[src/rtl/core/kbpm_pkg.sv]
`timescale 1ns / 1ps
// ----------------------------------------------------------------------------
// kbpm_pkg
// shared widths, register indexes and cell control type of the binary
// pattern matcher
// ----------------------------------------------------------------------------
package kbpm_pkg;

   localparam int MAX_PATTERN = 64;
   localparam int LEN_W       = 7;
   localparam int PAT_W       = 64;
   localparam int CSR_IDX_W   = 1;
   localparam int CSR_DATA_W  = 64;
   localparam int GROUP_W     = 8;
   localparam int POS_W       = $clog2(GROUP_W);
   localparam int GROUPS      = (MAX_PATTERN + GROUP_W - 1) / GROUP_W;
   localparam int FLAGS_PAD   = GROUPS * GROUP_W;

   // register indexes
   localparam logic [CSR_IDX_W-1:0] REG_PATTERN_BITS   = 1'd0;
   localparam logic [CSR_IDX_W-1:0] REG_PATTERN_LENGTH = 1'd1;

   typedef struct packed {
      logic advance;
      logic clear;
      logic symbol;
   } kbpm_cell_ctrl_type;

endpackage

[src/rtl/core/kbpm_cell.sv]
`timescale 1ns / 1ps
// ----------------------------------------------------------------------------
// kbpm_cell
// one position of the matcher row: flags that the pattern prefix ending at
// this position matches the text seen so far
// ----------------------------------------------------------------------------
module kbpm_cell (
   input  logic                        clock,
   input  logic                        reset,
   input  kbpm_pkg::kbpm_cell_ctrl_type ctrl,
   input  logic                        pattern_bit,
   input  logic                        enable,
   input  logic                        chain_in,
   output logic                        flag_out
);
   import kbpm_pkg::*;

   logic flag_ff;
   logic flag_in;

   always_comb begin
      flag_in = flag_ff;
      if (ctrl.clear) begin
         flag_in = 1'b0;
      end else if (ctrl.advance) begin
         // shorter prefix matched one symbol ago and this symbol agrees
         flag_in = enable & chain_in & ~(ctrl.symbol ^ pattern_bit);
      end
   end

   always_ff @(posedge clock) begin
      if (reset) begin
         flag_ff <= 1'b0;
      end else begin
         flag_ff <= flag_in;
      end
   end

   assign flag_out = flag_ff;

endmodule

[src/rtl/core/kbpm_group_enc.sv]
`timescale 1ns / 1ps
// ----------------------------------------------------------------------------
// kbpm_group_enc
// highest set flag within one group of cells
// ----------------------------------------------------------------------------
module kbpm_group_enc (
   input  logic [kbpm_pkg::GROUP_W-1:0] flags,
   output logic                         any,
   output logic [kbpm_pkg::POS_W-1:0]   pos
);
   import kbpm_pkg::*;

   always_comb begin
      any = |flags;
      pos = '0;
      for (int i = 0; i < GROUP_W; i++) begin
         if (flags[i]) begin
            pos = POS_W'(i);
         end
      end
   end

endmodule

[src/rtl/core/kmp_binary_pattern_matcher.sv]
`timescale 1ns / 1ps
// ----------------------------------------------------------------------------
// kmp_binary_pattern_matcher
// streaming matcher of a configured binary pattern over a text of symbols,
// overlapping occurrences reported, longest matching prefix given per symbol
// ----------------------------------------------------------------------------
//  channel   direction  handshake            payload
//  req       in         req_valid/req_ready  req_symbol, req_restart
//  rsp       out        rsp_valid/rsp_ready  rsp_match, rsp_match_length, rsp_found
//  csr       in         csr_we               csr_index, csr_wdata
//
//  a transfer updates the cell row; the input stays closed until the row flags
//  move into the encoder stage, so a new symbol waits for the last to leave the row
//  the result passes the encoder stage and is held in an output register
//  a stalled output fills the encoder stage, then the input stops
//  synchronous reset: empty pipeline, no prefix matched, found cleared,
//  pattern 0 of length 1; no build pass, symbols are taken at once
//  csr write clears the matched prefix, keeps the found flag
// ----------------------------------------------------------------------------
module kmp_binary_pattern_matcher (
   input  logic                            clock,
   input  logic                            reset,
   // symbol input
   input  logic                            req_valid,
   output logic                            req_ready,
   input  logic                            req_symbol,
   input  logic                            req_restart,
   // result output
   output logic                            rsp_valid,
   input  logic                            rsp_ready,
   output logic                            rsp_match,
   output logic [kbpm_pkg::LEN_W-1:0]      rsp_match_length,
   output logic                            rsp_found,
   // configuration
   input  logic                            csr_we,
   input  logic [kbpm_pkg::CSR_IDX_W-1:0]  csr_index,
   input  logic [kbpm_pkg::CSR_DATA_W-1:0] csr_wdata
);
   import kbpm_pkg::*;

   // configuration registers
   logic [PAT_W-1:0] pat_ff, pat_in;
   logic [LEN_W-1:0] len_ff, len_in;
   logic [LEN_W-1:0] eff_len;

   // cell row
   kbpm_cell_ctrl_type     cell_ctrl;
   logic [MAX_PATTERN-1:0] cell_en;
   logic [MAX_PATTERN-1:0] cell_chain;
   logic [MAX_PATTERN-1:0] cell_flag;
   logic [FLAGS_PAD-1:0]   flags_pad;

   // handshake and pipeline control
   logic req_xfer;
   logic pend_ff, pend_in;
   logic pend_restart_ff, pend_restart_in;
   logic s1_valid_ff, s1_valid_in;
   logic s1_restart_ff, s1_restart_in;
   logic s1_move;
   logic pend_move;

   // encoder stage
   logic [GROUPS-1:0]            grp_any;
   logic [GROUPS-1:0][POS_W-1:0] grp_pos;
   logic [GROUPS-1:0]            s1_any_ff, s1_any_in;
   logic [GROUPS-1:0][POS_W-1:0] s1_pos_ff, s1_pos_in;
   logic [LEN_W-1:0]             s1_len;
   logic                         s1_hit;

   // output register and sticky flag
   logic             rsp_valid_ff, rsp_valid_in;
   logic             rsp_match_ff, rsp_match_in;
   logic [LEN_W-1:0] rsp_len_ff, rsp_len_in;
   logic             found_ff, found_in;

   // ---------------------------------------------------------------- config
   always_comb begin
      pat_in = pat_ff;
      len_in = len_ff;
      if (csr_we) begin
         case (csr_index)
            REG_PATTERN_BITS:   pat_in = csr_wdata[PAT_W-1:0];
            REG_PATTERN_LENGTH: len_in = csr_wdata[LEN_W-1:0];
            default: begin
               pat_in = pat_ff;
               len_in = len_ff;
            end
         endcase
      end
   end

   // zero acts as one, anything past the row acts as the full row
   always_comb begin
      if (len_ff == '0) begin
         eff_len = LEN_W'(1);
      end else if (len_ff > LEN_W'(MAX_PATTERN)) begin
         eff_len = LEN_W'(MAX_PATTERN);
      end else begin
         eff_len = len_ff;
      end
   end

   // ---------------------------------------------------------------- cells
   assign req_ready = ~pend_ff;
   assign req_xfer  = req_valid & req_ready;

   assign cell_ctrl.advance = req_xfer;
   assign cell_ctrl.clear   = csr_we;
   assign cell_ctrl.symbol  = req_symbol;

   // cell k flags a matched prefix of length k+1; restart empties the history
   genvar k;
   generate
      for (k = 0; k < MAX_PATTERN; k++) begin : g_cell
         assign cell_en[k] = (LEN_W'(k) < eff_len);
         if (k == 0) begin : g_head
            assign cell_chain[k] = 1'b1;
         end else begin : g_body
            assign cell_chain[k] = cell_flag[k-1] & ~req_restart;
         end
         kbpm_cell u_cell (
            .clock       (clock),
            .reset       (reset),
            .ctrl        (cell_ctrl),
            .pattern_bit (pat_ff[k]),
            .enable      (cell_en[k]),
            .chain_in    (cell_chain[k]),
            .flag_out    (cell_flag[k])
         );
      end
   endgenerate

   assign flags_pad = FLAGS_PAD'(cell_flag);

   // ---------------------------------------------------------------- encode
   genvar g;
   generate
      for (g = 0; g < GROUPS; g++) begin : g_grp
         kbpm_group_enc u_enc (
            .flags (flags_pad[g*GROUP_W +: GROUP_W]),
            .any   (grp_any[g]),
            .pos   (grp_pos[g])
         );
      end
   endgenerate

   assign s1_move   = s1_valid_ff & (~rsp_valid_ff | rsp_ready);
   assign pend_move = pend_ff & (~s1_valid_ff | s1_move);

   always_comb begin
      pend_in         = pend_ff;
      pend_restart_in = pend_restart_ff;
      if (req_xfer) begin
         pend_in         = 1'b1;
         pend_restart_in = req_restart;
      end else if (pend_move) begin
         pend_in = 1'b0;
      end
   end

   always_comb begin
      s1_valid_in   = s1_valid_ff;
      s1_restart_in = s1_restart_ff;
      s1_any_in     = s1_any_ff;
      s1_pos_in     = s1_pos_ff;
      if (pend_move) begin
         s1_valid_in   = 1'b1;
         s1_restart_in = pend_restart_ff;
         s1_any_in     = grp_any;
         s1_pos_in     = grp_pos;
      end else if (s1_move) begin
         s1_valid_in = 1'b0;
      end
   end

   // highest group with a set flag gives the longest prefix
   always_comb begin
      s1_len = '0;
      for (int i = 0; i < GROUPS; i++) begin
         if (s1_any_ff[i]) begin
            s1_len = LEN_W'(i * GROUP_W) + LEN_W'(s1_pos_ff[i]) + LEN_W'(1);
         end
      end
   end

   assign s1_hit = (s1_len == eff_len);

   // ---------------------------------------------------------------- output
   always_comb begin
      rsp_valid_in = rsp_valid_ff;
      rsp_match_in = rsp_match_ff;
      rsp_len_in   = rsp_len_ff;
      found_in     = found_ff;
      if (s1_move) begin
         rsp_valid_in = 1'b1;
         rsp_match_in = s1_hit;
         rsp_len_in   = s1_len;
         found_in     = (found_ff & ~s1_restart_ff) | s1_hit;
      end else if (rsp_ready) begin
         rsp_valid_in = 1'b0;
      end
   end

   always_ff @(posedge clock) begin
      if (reset) begin
         pat_ff       <= '0;
         len_ff       <= LEN_W'(1);
         pend_ff      <= 1'b0;
         s1_valid_ff  <= 1'b0;
         rsp_valid_ff <= 1'b0;
         found_ff     <= 1'b0;
      end else begin
         pat_ff       <= pat_in;
         len_ff       <= len_in;
         pend_ff      <= pend_in;
         s1_valid_ff  <= s1_valid_in;
         rsp_valid_ff <= rsp_valid_in;
         found_ff     <= found_in;
      end
   end

   // payload, no reset
   always_ff @(posedge clock) begin
      pend_restart_ff <= pend_restart_in;
      s1_restart_ff   <= s1_restart_in;
      s1_any_ff       <= s1_any_in;
      s1_pos_ff       <= s1_pos_in;
      rsp_match_ff    <= rsp_match_in;
      rsp_len_ff      <= rsp_len_in;
   end

   // sticky flag only moves together with the output register
   assign rsp_valid        = rsp_valid_ff;
   assign rsp_match        = rsp_match_ff;
   assign rsp_match_length = rsp_len_ff;
   assign rsp_found        = found_ff;

`ifndef NO_ASSERTIONS
   a_xfer_sets_pend: assert property (@(posedge clock) disable iff (reset)
      req_xfer |=> pend_ff)
      else $error("input transfer did not mark an item in flight");

   a_match_sets_found: assert property (@(posedge clock) disable iff (reset)
      (rsp_valid && rsp_match) |-> rsp_found)
      else $error("match reported without found flag");

   a_match_full_length: assert property (@(posedge clock) disable iff (reset)
      (rsp_valid && rsp_match) |-> (rsp_match_length == eff_len))
      else $error("match reported with a short prefix length");

   a_csr_clears_row: assert property (@(posedge clock) disable iff (reset)
      csr_we |=> (cell_flag == '0))
      else $error("cell row not cleared by a configuration write");

   a_row_within_length: assert property (@(posedge clock) disable iff (reset)
      (cell_flag & ~cell_en) == '0)
      else $error("cell beyond the pattern length is set");
`endif

endmodule
[config.mk]
export PLATFORM = sky130hd
export DESIGN_NAME = kmp_binary_pattern_matcher
export DESIGN_NICKNAME = d
export VERILOG_FILES = /design/src/rtl/core/kbpm_pkg.sv /design/src/rtl/core/kbpm_cell.sv /design/src/rtl/core/kbpm_group_enc.sv /design/src/rtl/core/kmp_binary_pattern_matcher.sv
export SDC_FILE = /design/constraint.sdc
export NUM_CORES = 1
export LEC_CHECK = 0
export BUFFER_PORTS_ARGS = -buffer_cell sky130_fd_sc_hd__buf_2
export CORE_MARGIN = 4
export CORE_UTILIZATION = 59
export DETAILED_ROUTE_END_ITERATION = 16
export PLACE_DENSITY = 0.88
export SYNTH_ARGS = -nofsm -noshare
export SYNTH_HDL_FRONTEND = slang
export SYNTH_SLANG_ARGS = --single-unit
export TNS_END_PERCENT = 1
[constraint.sdc]
create_clock -name clock -period 3.95 [get_ports clock]
set_input_delay 0.79 -clock clock [delete_from_list [all_inputs] [get_ports clock]]
set_output_delay 0.79 -clock clock [all_outputs]
set_load 0.01 [all_outputs]
# == Word level (Yosys, flattened, before mapping) ==
# Index checks and enable logic that the tools add are counted.
# totals
ff_bits,181
out_inout_bits,11
wordCells,606
in_bits,72
# classes
muxes,64
n_eq_ne,1
reduce_logical,31
n_lt_le_gt_ge,65
addsub,15
bitwise_logic,331
# ops
op,n
$lt A6 B7 Y1 const A,32
$and A1 B1 Y1,194
$lt A5 B7 Y1 const A,16
$not A1 Y1,70
$mux W2,32
$reduce_or A8 Y1,8
$xor A1 B1 Y1,64
$mux W7,9
$lt A4 B7 Y1 const A,8
$reduce_or A4 Y1,8
$add A6 B3 Y7 const A,4
$add A7 B1 Y7 const B,4
$lt A3 B7 Y1 const A,4
$mux W1,22
$reduce_or A2 Y1,9
$add A6 B1 Y7 const B,2
$lt A1 B7 Y1 const A,2
$lt A2 B7 Y1 const A,2
$add A5 B3 Y6 const A,2
$eq A7 B7 Y1,1
$gt A7 B7 Y1 const B,1
$logic_not A7 Y1,1
$add A5 B1 Y6 const B,1
$reduce_bool A2 Y1,3
other kinds (5),8

# == Depth between registers and ports, before layout ==
# Gate-level depths: netlist (run 1).
# depth
ltp_word,11
ltp_mapped,10
mapped_depth_nobuf,9

# == Modules after synthesis ==
# From an unflattened synthesis (run 1), not the netlist that was laid out.
# unflattened
hier_cells,1107
area_unflattened_um2,9750.6
# modules_own_cells
mod,seq_area_each_um2,cells_each,n_inst,area_each_um2
kmp_binary_pattern_matcher,2762.6,691,1,5776.8
kbpm_cell,20.0,5,64,53.8
kbpm_group_enc,0.0,12,8,66.3

# == Worst setup path after synthesis (run 1) ==
# OpenSTA, ideal clock, no wires.
# synth_timing
path_type,input port to flip-flop
from,input rsp_ready
to,"register s1_any_ff[0], enable pin"
arrival_ps,2549
cell_stages,2
slack_ps,965
required_ps,3514
cell_sequence,nor2b_1 a21oi_1
# synth_between
elab_chain_cells,4
# synth_lines
item,line,source
"start, declared",kmp_binary_pattern_matcher.sv:30,"input logic rsp_ready,"
$or A1 B1 Y1,kmp_binary_pattern_matcher.sv:147,assign s1_move = s1_valid_ff & (~rsp_valid_ff | rsp_ready);
$and A1 B1 Y1,kmp_binary_pattern_matcher.sv:147,
$or A1 B1 Y1,kmp_binary_pattern_matcher.sv:148,assign pend_move = pend_ff & (~s1_valid_ff | s1_move);
$and A1 B1 Y1,kmp_binary_pattern_matcher.sv:148,
via pend_move,kmp_binary_pattern_matcher.sv:60,logic pend_move;
"end signal, assigned",kmp_binary_pattern_matcher.sv:226,s1_any_ff <= s1_any_in;
"end, declared",kmp_binary_pattern_matcher.sv:65,"logic [GROUPS-1:0] s1_any_ff, s1_any_in;"
# The timed path passes the listed nets, and every way through them passes these cells.
# A chain may end at the register's enable or synchronous reset.

# == Final worst setup path (run 1) ==
# layout_timing
from,register s1_pos_ff[3] (netlist bit)
to,register found_ff (netlist: rsp_found)
# layout_between
elab_chain_cells,11
# layout_lines
item,line,source
"start, declared",kmp_binary_pattern_matcher.sv:66,"logic [GROUPS-1:0][POS_W-1:0] s1_pos_ff, s1_pos_in;"
"start signal, assigned",kmp_binary_pattern_matcher.sv:227,s1_pos_ff <= s1_pos_in;
$add A4 B3 Y5,kmp_binary_pattern_matcher.sv:181,s1_len = LEN_W'(i * GROUP_W) + LEN_W'(s1_pos_ff[i]) + LEN_W'(1);
$add A5 B1 Y6,kmp_binary_pattern_matcher.sv:181,
$mux W7 (7 in a row),kmp_binary_pattern_matcher.sv:180,if (s1_any_ff[i]) begin
$eq A7 B7 Y1,kmp_binary_pattern_matcher.sv:186,assign s1_hit = (s1_len == eff_len);
$or A1 B1 Y1,kmp_binary_pattern_matcher.sv:198,found_in = (found_ff & ~s1_restart_ff) | s1_hit;
"end signal, assigned",kmp_binary_pattern_matcher.sv:218,found_ff <= found_in;
"end, declared",kmp_binary_pattern_matcher.sv:74,"logic found_ff, found_in;"
# No other way between the ends.

==> results of run 1 <==
## per-stage QoR
stage / instance area [sq um] / utilization (%) / std cells
global placement: 8810 / 63.5 / 1184
CTS: 9370 / 67.5 / 1215
finish: 9370 / 67.5 / 1215
global route: 9370 / 67.5 / 1215
floorplan: 8340 / - / 975
detailed placement: 8810 / 63.5 / 1184
## worst paths after layout
check	from	end	slack (ns)	cells after the start
setup / recovery	s1_pos_ff[3]	rsp_found	1.56	8
hold / removal	pend_restart_ff	s1_restart_ff	0.45	0
setup reg to reg	s1_pos_ff[3]	rsp_found	1.56	8
hold reg to reg	pend_restart_ff	s1_restart_ff	0.45	0
## layer usage
layer | wire [microns] | track usage, % | up-vias
met2 | 9470 | 40.1 | 458
met1 | 9160 | 37.8 | 3383
li1 | - | - | 3531
met3 | 2330 | 6.06 | 51
met4 | 561 | 10.8 | 0
met5 | 0 | 0 | -
## placed cells by master, fill, tap and decap left out, types with 4 or more instances in the layout
master / count
o211ai_1: 4
inv_4: 4
nand4_1: 15
nand2_1: 225
nand3_1: 16
nor2_1: 80
buf_2: 81
o21bai_1: 8
a21oi_1: 147
a32oi_1: 7
dfxtp_1: 139
nor3_1: 5
ha_1: 12
edfxtp_1: 42
nor2b_1: 10
clkbuf_16: 17
xor2_1: 4
buf_4: 8
o2111ai_1: 52
xnor2_1: 66
inv_1: 17
o21ai_0: 11
## cells in the mapped netlist, drive strengths merged (2+ instances only)
library cell	n	area share, %
inv	17	0.77
nand4	15	1.1
nor3	5	0.30
dfxtp	139	33
xor2	4	0.42
a221oi	3	0.39
o2111ai	52	5.5
edfxtp	42	15
xnor2	66	6.9
nand2b	4	0.30
or3	3	0.23
o31ai	3	0.33
buf	23	1.2
nand2	226	10
clkbuf	37	1.7
a41oi	2	0.21
o211ai	4	0.36
nor2b	12	0.93
o21ai	12	0.72
a211o	3	0.33
nor3b	3	0.27
a21oi	149	9.0
ha	12	1.8
a32oi	7	0.74
nand3b	2	0.18
nor2	81	3.7
and3	3	0.23
o21bai	8	0.72
nand3	16	0.96
a31oi	3	0.23
and2	3	0.23
## critical path, delay by kind of cell, from the launching register on
| family | cells | cell delay, ns |
|---|---|---|
| fa+ha+maj | 2 | 0.50 |
| flops | 1 | 0.41 |
| compound gates | 3 | 0.73 |
| simple gates | 3 | 0.67 |
## power by group through the flow
stage / Sequential (mW) / Combinational (mW) / Clock, mW
global placement: 2.05 / 0.372 / 0
detailed placement: 2.05 / 0.379 / 0
CTS: 2.01 / 0.383 / 1.64
floorplan: 2.03 / 0.268 / 0
finish: 2.01 / 0.393 / 1.63
global route: 2.02 / 0.428 / 1.72
## sequential cells by signal (all words and copies together), names as in the netlist, 7 cells and up
signal                  cells
g_cell.u_cell.flag_out     64
pat_ff                     64
s1_pos_ff                  24
s1_any_ff                   8
len_ff                      7
rsp_match_length            7
## layout make-up
class / count / area [sq um]
repair buffers: 89 / 465
inverters: 17 / 63.8
clock inverters: 12 / 126
well taps: 180 / 225
fillers: 1057 / 4510
multi-input cells: 717 / 4010
flip-flops and latches: 181 / 4040
clock buffers: 19 / 433
## cells by family after synthesis
family	count (synthesis)	share of synthesized area, %
xor+xnor	70	7.35
compound gates	257	19.6
flops	181	48.5
simple gates	378	19.1
buf+inv	77	3.68
fa+ha+maj	12	1.80
==> impl_metrics.json, run 1 <==
{
  "power_frac_seq_pct": 49.8,
  "die-area_sq_um": 16100,
  "status": "finished, final reports clean",
  "crit_chain": "ha_1, ha_1, a221oi_1, a2111o_1, nand4_1, nand2_1, or4b_1, o31ai_2",
  "cp.arrival_ns": 2.73,
  "htree_num_levels": 4,
  "ys_warn_count": 0,
  "rsz0062_at_grt": "false",
  "cellLeakagePower_nw": 3.25,
  "clkSlewWorstSetupHoldPaths_ns": 0.06,
  "die_y_microns": 127,
  "drt-initial-drc-count": 1015,
  "holdWs_ns": 0.452,
  "maxSlewHeadroom_pct": 16.9,
  "cts_resized": 0,
  "cts-root-buf": "clkbuf_16",
  "ys_seq_area_share_pct": 48.5,
  "pre_cts_ws_ns": 1.50,
  "ant_nets": 0,
  "post-route-period-util_pct": 60.4,
  "finalMaxSlewViolations": 0,
  "cts_buffer_depth": 2,
  "place_hpwl_mm": 14.5,
  "routedWlPerCell_microns": 17.7,
  "min_period_ns": 2.39,
  "synth.cell_area_sq_um": 8340,
  "ir_drop_uv": 318,
  "cts_buffers": 17,
  "p_sw_mw": 1.01,
  "skew_ns": 0.00967,
  "diodes": 0,
  "drc": 0,
  "wirelength_mm": 21.5,
  "worstHoldPathType": "reg2reg",
  "overflow": 0,
  "internal_power_mw": 3.03,
  "finalSetupTns_ns": 0,
  "tightest_slew_ns": 1.25,
  "synth_edf_count": 42,
  "synth_area_per_cell_sq_um": 8.55,
  "syn_to_final_growth_pct": 12.4,
  "power_frac_comb_pct": 9.7,
  "grt_start_max_net_pins": 77,
  "crit_top_cell": "ha_1",
  "synth_top_flop_cell": "dfxtp_1",
  "grt_usage_pct": 26.8,
  "ys_ff_latch": 181,
  "max_freq_mhz": 419,
  "viasPerCell": 6.11,
  "drv_cap": 0,
  "ys_async_sr_fraction_pct": 0,
  "slowest_delay_ns": 0.48,
  "cts_setup_buffers": 0,
  "p_total_mw": 4.04,
  "cts_tree": "done",
  "crit_slowest_cell": "or4b_1",
  "cp.required_ns": 4.30,
  "final-hold-violation-count": 0,
  "synth_cell_types": 56,
  "setup_viol": 0,
  "crit_fanout": 3,
  "initial_core_util_pct": 60.1,
  "antenna_found_initial": 0,
  "io_buffer_count": 82,
  "switching_share_pct": 25.1,
  "nets": 1107,
  "clkSinkCount": 181,
  "core_area_sq_um": 13900,
  "place_congestion": 0.944,
  "insertion_delay_ns": 0.43,
  "grt_pass1_vias": 6862,
  "drive_above_1_share_pct": 12.6,
  "boundaryPins": 83,
  "syn_nets": 1059,
  "syn_inst": 975,
  "grt_pass1_wl_mm": 34.7,
  "powerDensity_nw_per_um2": 431,
  "setup_ws_ns": 1.56,
  "pwr-share-clk_pct": 40.5,
  "dr.pass1.iters": 6,
  "startpoint_type": "flip-flop",
  "crit_type": "reg2reg",
  "rows": 43,
  "cts-hold-fix-buffers": 0,
  "vias": 7423,
  "cp-end-kind": "flip-flop",
  "die_w_microns": 127
}
Power figures use the tool's default switching activity.
==> inputs of run 2 (changes only) <==
==> constraint.sdc (replaced) <==
create_clock -name clock -period 2.5 [get_ports clock]
set_input_delay 0.5 -clock clock [delete_from_list [all_inputs] [get_ports clock]]
set_output_delay 0.5 -clock clock [all_outputs]
set_load 0.01 [all_outputs]
==> run 2 against run 1 <==
Die area did not move. Clock skew fell by 0.0026 ns. Hold slack got worse by 0.15 ns. Non-clock buffer count rose by 10. Final cell count rose by 0.82%. Clock power rose by 63%. Clock-buffer cell count rose by 3. Largest power group unchanged.
==> impl_metrics.json, run 2 (synthesized netlist as in run 1, its figures left out) <==
{
  "min_period_ns": 2.37,
  "grt_pass1_wl_mm": 34.3,
  "crit_type": "reg2reg",
  "cp.required_ns": 2.85,
  "holdWs_ns": 0.301,
  "htree_num_levels": 4,
  "cts_tree": "done",
  "vias": 7405,
  "initial_core_util_pct": 60.1,
  "cts_buffers": 17,
  "max_freq_mhz": 422,
  "cellLeakagePower_nw": 3.33,
  "final_common_cell": "nand2_1",
  "place_hpwl_mm": 14.8,
  "drive_above_1_share_pct": 13.4,
  "grt_usage_pct": 26.5,
  "drt-initial-drc-count": 857,
  "final.fill_count": 1069,
  "place_congestion": 0.909,
  "die-area_sq_um": 16100,
  "cts-root-buf": "clkbuf_16",
  "nets": 1117,
  "cts_setup_buffers": 0,
  "drc": 0,
  "die_y_microns": 127,
  "final_cell_mix": "225 x nand2_1, 147 x a21oi_1, 139 x dfxtp_1, 81 x buf_2, 80 x nor2_1",
  "status": "finished, final reports clean",
  "skew_ns": 0.00707,
  "overflow": 0,
  "wirelength_mm": 21.3,
  "startpoint_type": "flip-flop",
  "fin_util_pct": 68.5,
  "rsz0062_at_grt": "false",
  "finalSetupTns_ns": 0,
  "grt_pass1_vias": 6841,
  "drv_cap": 0,
  "dr.pass1.iters": 6,
  "die_w_microns": 127,
  "cp-end-kind": "flip-flop",
  "final-hold-violation-count": 0,
  "crit_fanout": 3,
  "core_area_sq_um": 13900,
  "cts-hold-fix-buffers": 0,
  "finalMaxSlewViolations": 0,
  "syn_to_final_growth_pct": 14.0,
  "cts_buffer_depth": 2,
  "tightest_slew_ns": 1.24,
  "clkSinkCount": 181,
  "grt_use_met3_pct": 5.81,
  "antenna_found_initial": 0,
  "maxSlewHeadroom_pct": 17.7,
  "cp.arrival_ns": 2.72,
  "ant_nets": 0,
  "ir_drop_uv": 504,
  "met2_usage_pct": 40.6,
  "clkSlewWorstSetupHoldPaths_ns": 0.07,
  "insertion_delay_ns": 0.43,
  "worstHoldPathType": "in2reg",
  "rows": 43,
  "viasPerCell": 6.04,
  "routedWlPerCell_microns": 17.4,
  "cts_resized": 0,
  "powerDensity_nw_per_um2": 681,
  "boundaryPins": 83,
  "post-route-period-util_pct": 94.9,
  "diodes": 0,
  "grt_start_max_net_pins": 76,
  "grt_util_met1_pct": 37.1,
  "io_buffer_count": 82,
  "grt-busiest-layer": "met2",
  "setup_viol": 0
}
==> run 2: changes by cell type in the layout (fill, tap and decap cells not counted) <==
cell / change
buf_4: +7
clkinv_4: -1
inv_6: -2
clkinv_2: +2
clkbuf_16: +1
clkbuf_8: +2
buf_12: +3
inv_4: -2
==> run 2: worst max-delay path, cell delays in order, from the launching register on <==
cell and delay, ns:
edfxtp_1 0.42, ha_1 0.22, ha_1 0.27, a221oi_1 0.07, a2111o_1 0.46, nand4_1 0.12
nand2_1 0.07, or4b_1 0.48, o31ai_2 0.18
==> run 2: layout make-up <==
cell class              instances  area (sq um)  area share (%)
clock buffers                  22           485            5.11
clock inverters                 9          97.6            1.03
inverters                      17          63.8           0.671
multi-input cells             717          4010            42.2
flip-flops and latches        181          4040            42.5
well taps                     180           225            2.37
repair buffers                 99           578            6.08
==> run 2: worst paths after layout <==
check / from / to / slack (ns) / cells past startpoint
min reg2reg: pat_ff[36] / pat_ff[36] / 0.46 / 2
min: csr_wdata[19] / pat_ff[19] / 0.30 / 3
max reg2reg: s1_pos_ff[3] / rsp_found / 0.13 / 8
max: s1_pos_ff[3] / rsp_found / 0.13 / 8
==> run 2: metrics by stage <==
step	setup slack [ns]	cells	area, sq um	power (mW)
after CTS	0.125	1225	9510	6.48
after detailed placement	0.146	1194	8920	3.86
final	0.128	1225	9510	6.47
after floorplan	0.303	975	8340	3.63
after global routing	0.00710	1225	9510	6.68
after global placement	0.186	1194	8920	3.84
==> run 2: metal layers <==
| metal | share of wire [%] | vias up |
|---|---|---|
| met5 | 0 | - |
| met4 | 3.0 | 0 |
| met3 | 9.0 | 68 |
| met2 | 45 | 380 |
| met1 | 43 | 3413 |
| li1 | - | 3544 |
==> run 2: report_power, final <==
| part | leakage (nW) | switching (mW) | total [mW] | internal, mW |
|---|---|---|---|---|
| clock network | 0.295 | 1.09 | 2.66 | 1.57 |
| registers | 1.51 | 0.0837 | 3.17 | 3.09 |
| logic | 1.52 | 0.398 | 0.636 | 0.238 |
==> inputs of run 3 (changes only) <==
--- a/config.mk
+++ b/config.mk
@@ -6,6 +6,7 @@
 export NUM_CORES = 1
 export LEC_CHECK = 0
 export BUFFER_PORTS_ARGS = -buffer_cell sky130_fd_sc_hd__buf_2
+export CORE_ASPECT_RATIO = 1.4
 export CORE_MARGIN = 4
 export CORE_UTILIZATION = 59
 export DETAILED_ROUTE_END_ITERATION = 16
==> run 3 against run 2 <==
Worst setup slack improved by 0.083 ns. Total power rose by 1.7%. Critical endpoint unchanged. Flip-flop and latch count did not move.
==> impl_metrics.json, run 3 (synthesized netlist as in run 1, its figures left out) <==
{
  "place_hpwl_mm": 14.6,
  "cp.required_ns": 2.84,
  "drv_cap": 0,
  "fin_area_sq_um": 9580,
  "setup_ws_ns": 0.211,
  "crit_slowest_cell": "or4b_1",
  "die_y_microns": 149,
  "pre_cts_ws_ns": 0.112,
  "final-hold-violation-count": 0,
  "clkSlewWorstSetupHoldPaths_ns": 0.07,
  "grt_start_max_net_pins": 76,
  "boundaryPins": 83,
  "dr.pass1.iters": 6,
  "setup_viol": 0,
  "crit_top_cell": "ha_1",
  "min_period_ns": 2.29,
  "place_congestion": 0.949,
  "grt_pass1_vias": 7087,
  "die-area_sq_um": 16100,
  "overflow": 0,
  "cts-root-buf": "clkbuf_16",
  "slowest_delay_ns": 0.53,
  "cellLeakagePower_nw": 3.36,
  "worstHoldPathType": "in2reg",
  "crit_family": "compound AO/OA/AOI/OAI gates",
  "maxSlewHeadroom_pct": 32.5,
  "die_w_microns": 108,
  "core_area_sq_um": 13900,
  "crit_fanout": 3,
  "ir_drop_uv": 433,
  "drc": 0,
  "nets": 1121,
  "powerDensity_nw_per_um2": 687,
  "final_cell_mix": "225 x nand2_1, 147 x a21oi_1, 139 x dfxtp_1, 81 x buf_2, 80 x nor2_1",
  "finalSetupTns_ns": 0,
  "rows": 51,
  "path_buf_inv": 0,
  "insertion_delay_ns": 0.43,
  "drt-initial-drc-count": 713,
  "routedWlPerCell_microns": 17.3,
  "drive_above_1_share_pct": 13.8,
  "skew_ns": 0.0103,
  "layout.cells.non_filler": 1235,
  "startpoint_type": "flip-flop",
  "rsz0062_at_grt": "false",
  "cp-end-kind": "flip-flop",
  "wirelength_mm": 21.4,
  "vias": 7508,
  "crit_type": "reg2reg",
  "crit_chain": "ha_1, ha_1, a221oi_2, o31ai_1, nand2_1, a21oi_1, or4b_1, o31ai_2",
  "cts-hold-fix-buffers": 0,
  "finalMaxSlewViolations": 0,
  "viasPerCell": 6.08,
  "max_freq_mhz": 437,
  "antenna_found_initial": 0,
  "clkSinkCount": 181,
  "status": "finished, final reports clean",
  "ant_nets": 0,
  "cts_buffers": 17,
  "io_buffer_count": 82,
  "tightest_slew_ns": 1.01,
  "final_common_cell": "nand2_1",
  "cp.arrival_ns": 2.63,
  "diodes": 0,
  "htree_num_levels": 4,
  "grt_usage_pct": 26.9,
  "post-route-period-util_pct": 91.5,
  "syn_to_final_growth_pct": 14.8,
  "cts_tree": "done",
  "grt_pass1_wl_mm": 34.3,
  "cts_buffer_depth": 2,
  "cts_setup_buffers": 0,
  "place_area_sq_um": 8960,
  "initial_core_util_pct": 60.0,
  "place_inst": 1203
}
==> run 3: changes by cell type in the layout (fill, tap and decap cells not counted) <==
cell and change:
buf_4 +4, clkbuf_16 +1, clkbuf_8 -2, clkinv_2 -3, clkinv_4 +2, inv_4 -2
inv_6 +4, inv_8 +1
==> run 3: final cells by class <==
cell class / instances / area [sq um]
clock buffer: 21 / 483
clock inverter: 11 / 134
tap: 185 / 231
sequential: 181 / 4040
fill: 1086 / 4330
inverter: 17 / 63.8
multi-input combinational: 717 / 4010
timing repair buffer: 103 / 608
==> run 3: final timing paths <==
path | to | cells after the start | slack, ns | start
max | rsp_found | 8 | 0.21 | s1_pos_ff[9]
min | pat_ff[35] | 3 | 0.31 | csr_wdata[35]
max reg2reg | rsp_found | 8 | 0.21 | s1_pos_ff[9]
min reg2reg | s1_restart_ff | 0 | 0.45 | pend_restart_ff
==> run 3: stage by stage <==
| step | hold WS, ns | total power [mW] | util (%) |
|---|---|---|---|
| 4_1_cts | 0.301 | 6.58 | 68.9 |
| 2_1_floorplan | 0.400 | 3.63 | - |
| 6_report | 0.305 | 6.58 | 68.9 |
| 3_5_place_dp | 0.437 | 3.86 | 64.4 |
| 5_1_grt | 0.311 | 6.78 | 68.9 |
| 3_3_place_gp | 0.435 | 3.84 | 64.4 |
==> run 3: what timing repair did <==
action                                  in CTS  in global routing
endpoints found under the setup margin       0                  1
resized for setup                            0                  0
hold endpoints to repair                     0                  0
==> run 3: routing by layer <==
layer | part of all wire, % | vias to the layer above | wire, microns | global-route usage (%)
met5 | 0 | - | 0 | 0
met2 | 48 | 406 | 10300 | 44.3
li1 | - | 3558 | - | -
met3 | 7.9 | 93 | 1690 | 4.34
met4 | 4.8 | 0 | 1030 | 13.8
met1 | 39 | 3451 | 8360 | 33.8
==> run 3: power by group <==
| group | leakage (nW) | internal, mW | switching [mW] |
|---|---|---|---|
| combinational | 1.54 | 0.242 | 0.399 |
| clock | 0.305 | 1.61 | 1.16 |
| sequential | 1.51 | 3.09 | 0.0814 |
==> run 3: worst register-to-register path: stages (launching register included) <==
cell and delay (ns):
edfxtp_1 0.41, ha_1 0.22, ha_1 0.28, a221oi_2 0.32, o31ai_1 0.12, nand2_1 0.08, a21oi_1 0.08, or4b_1 0.53
o31ai_2 0.18
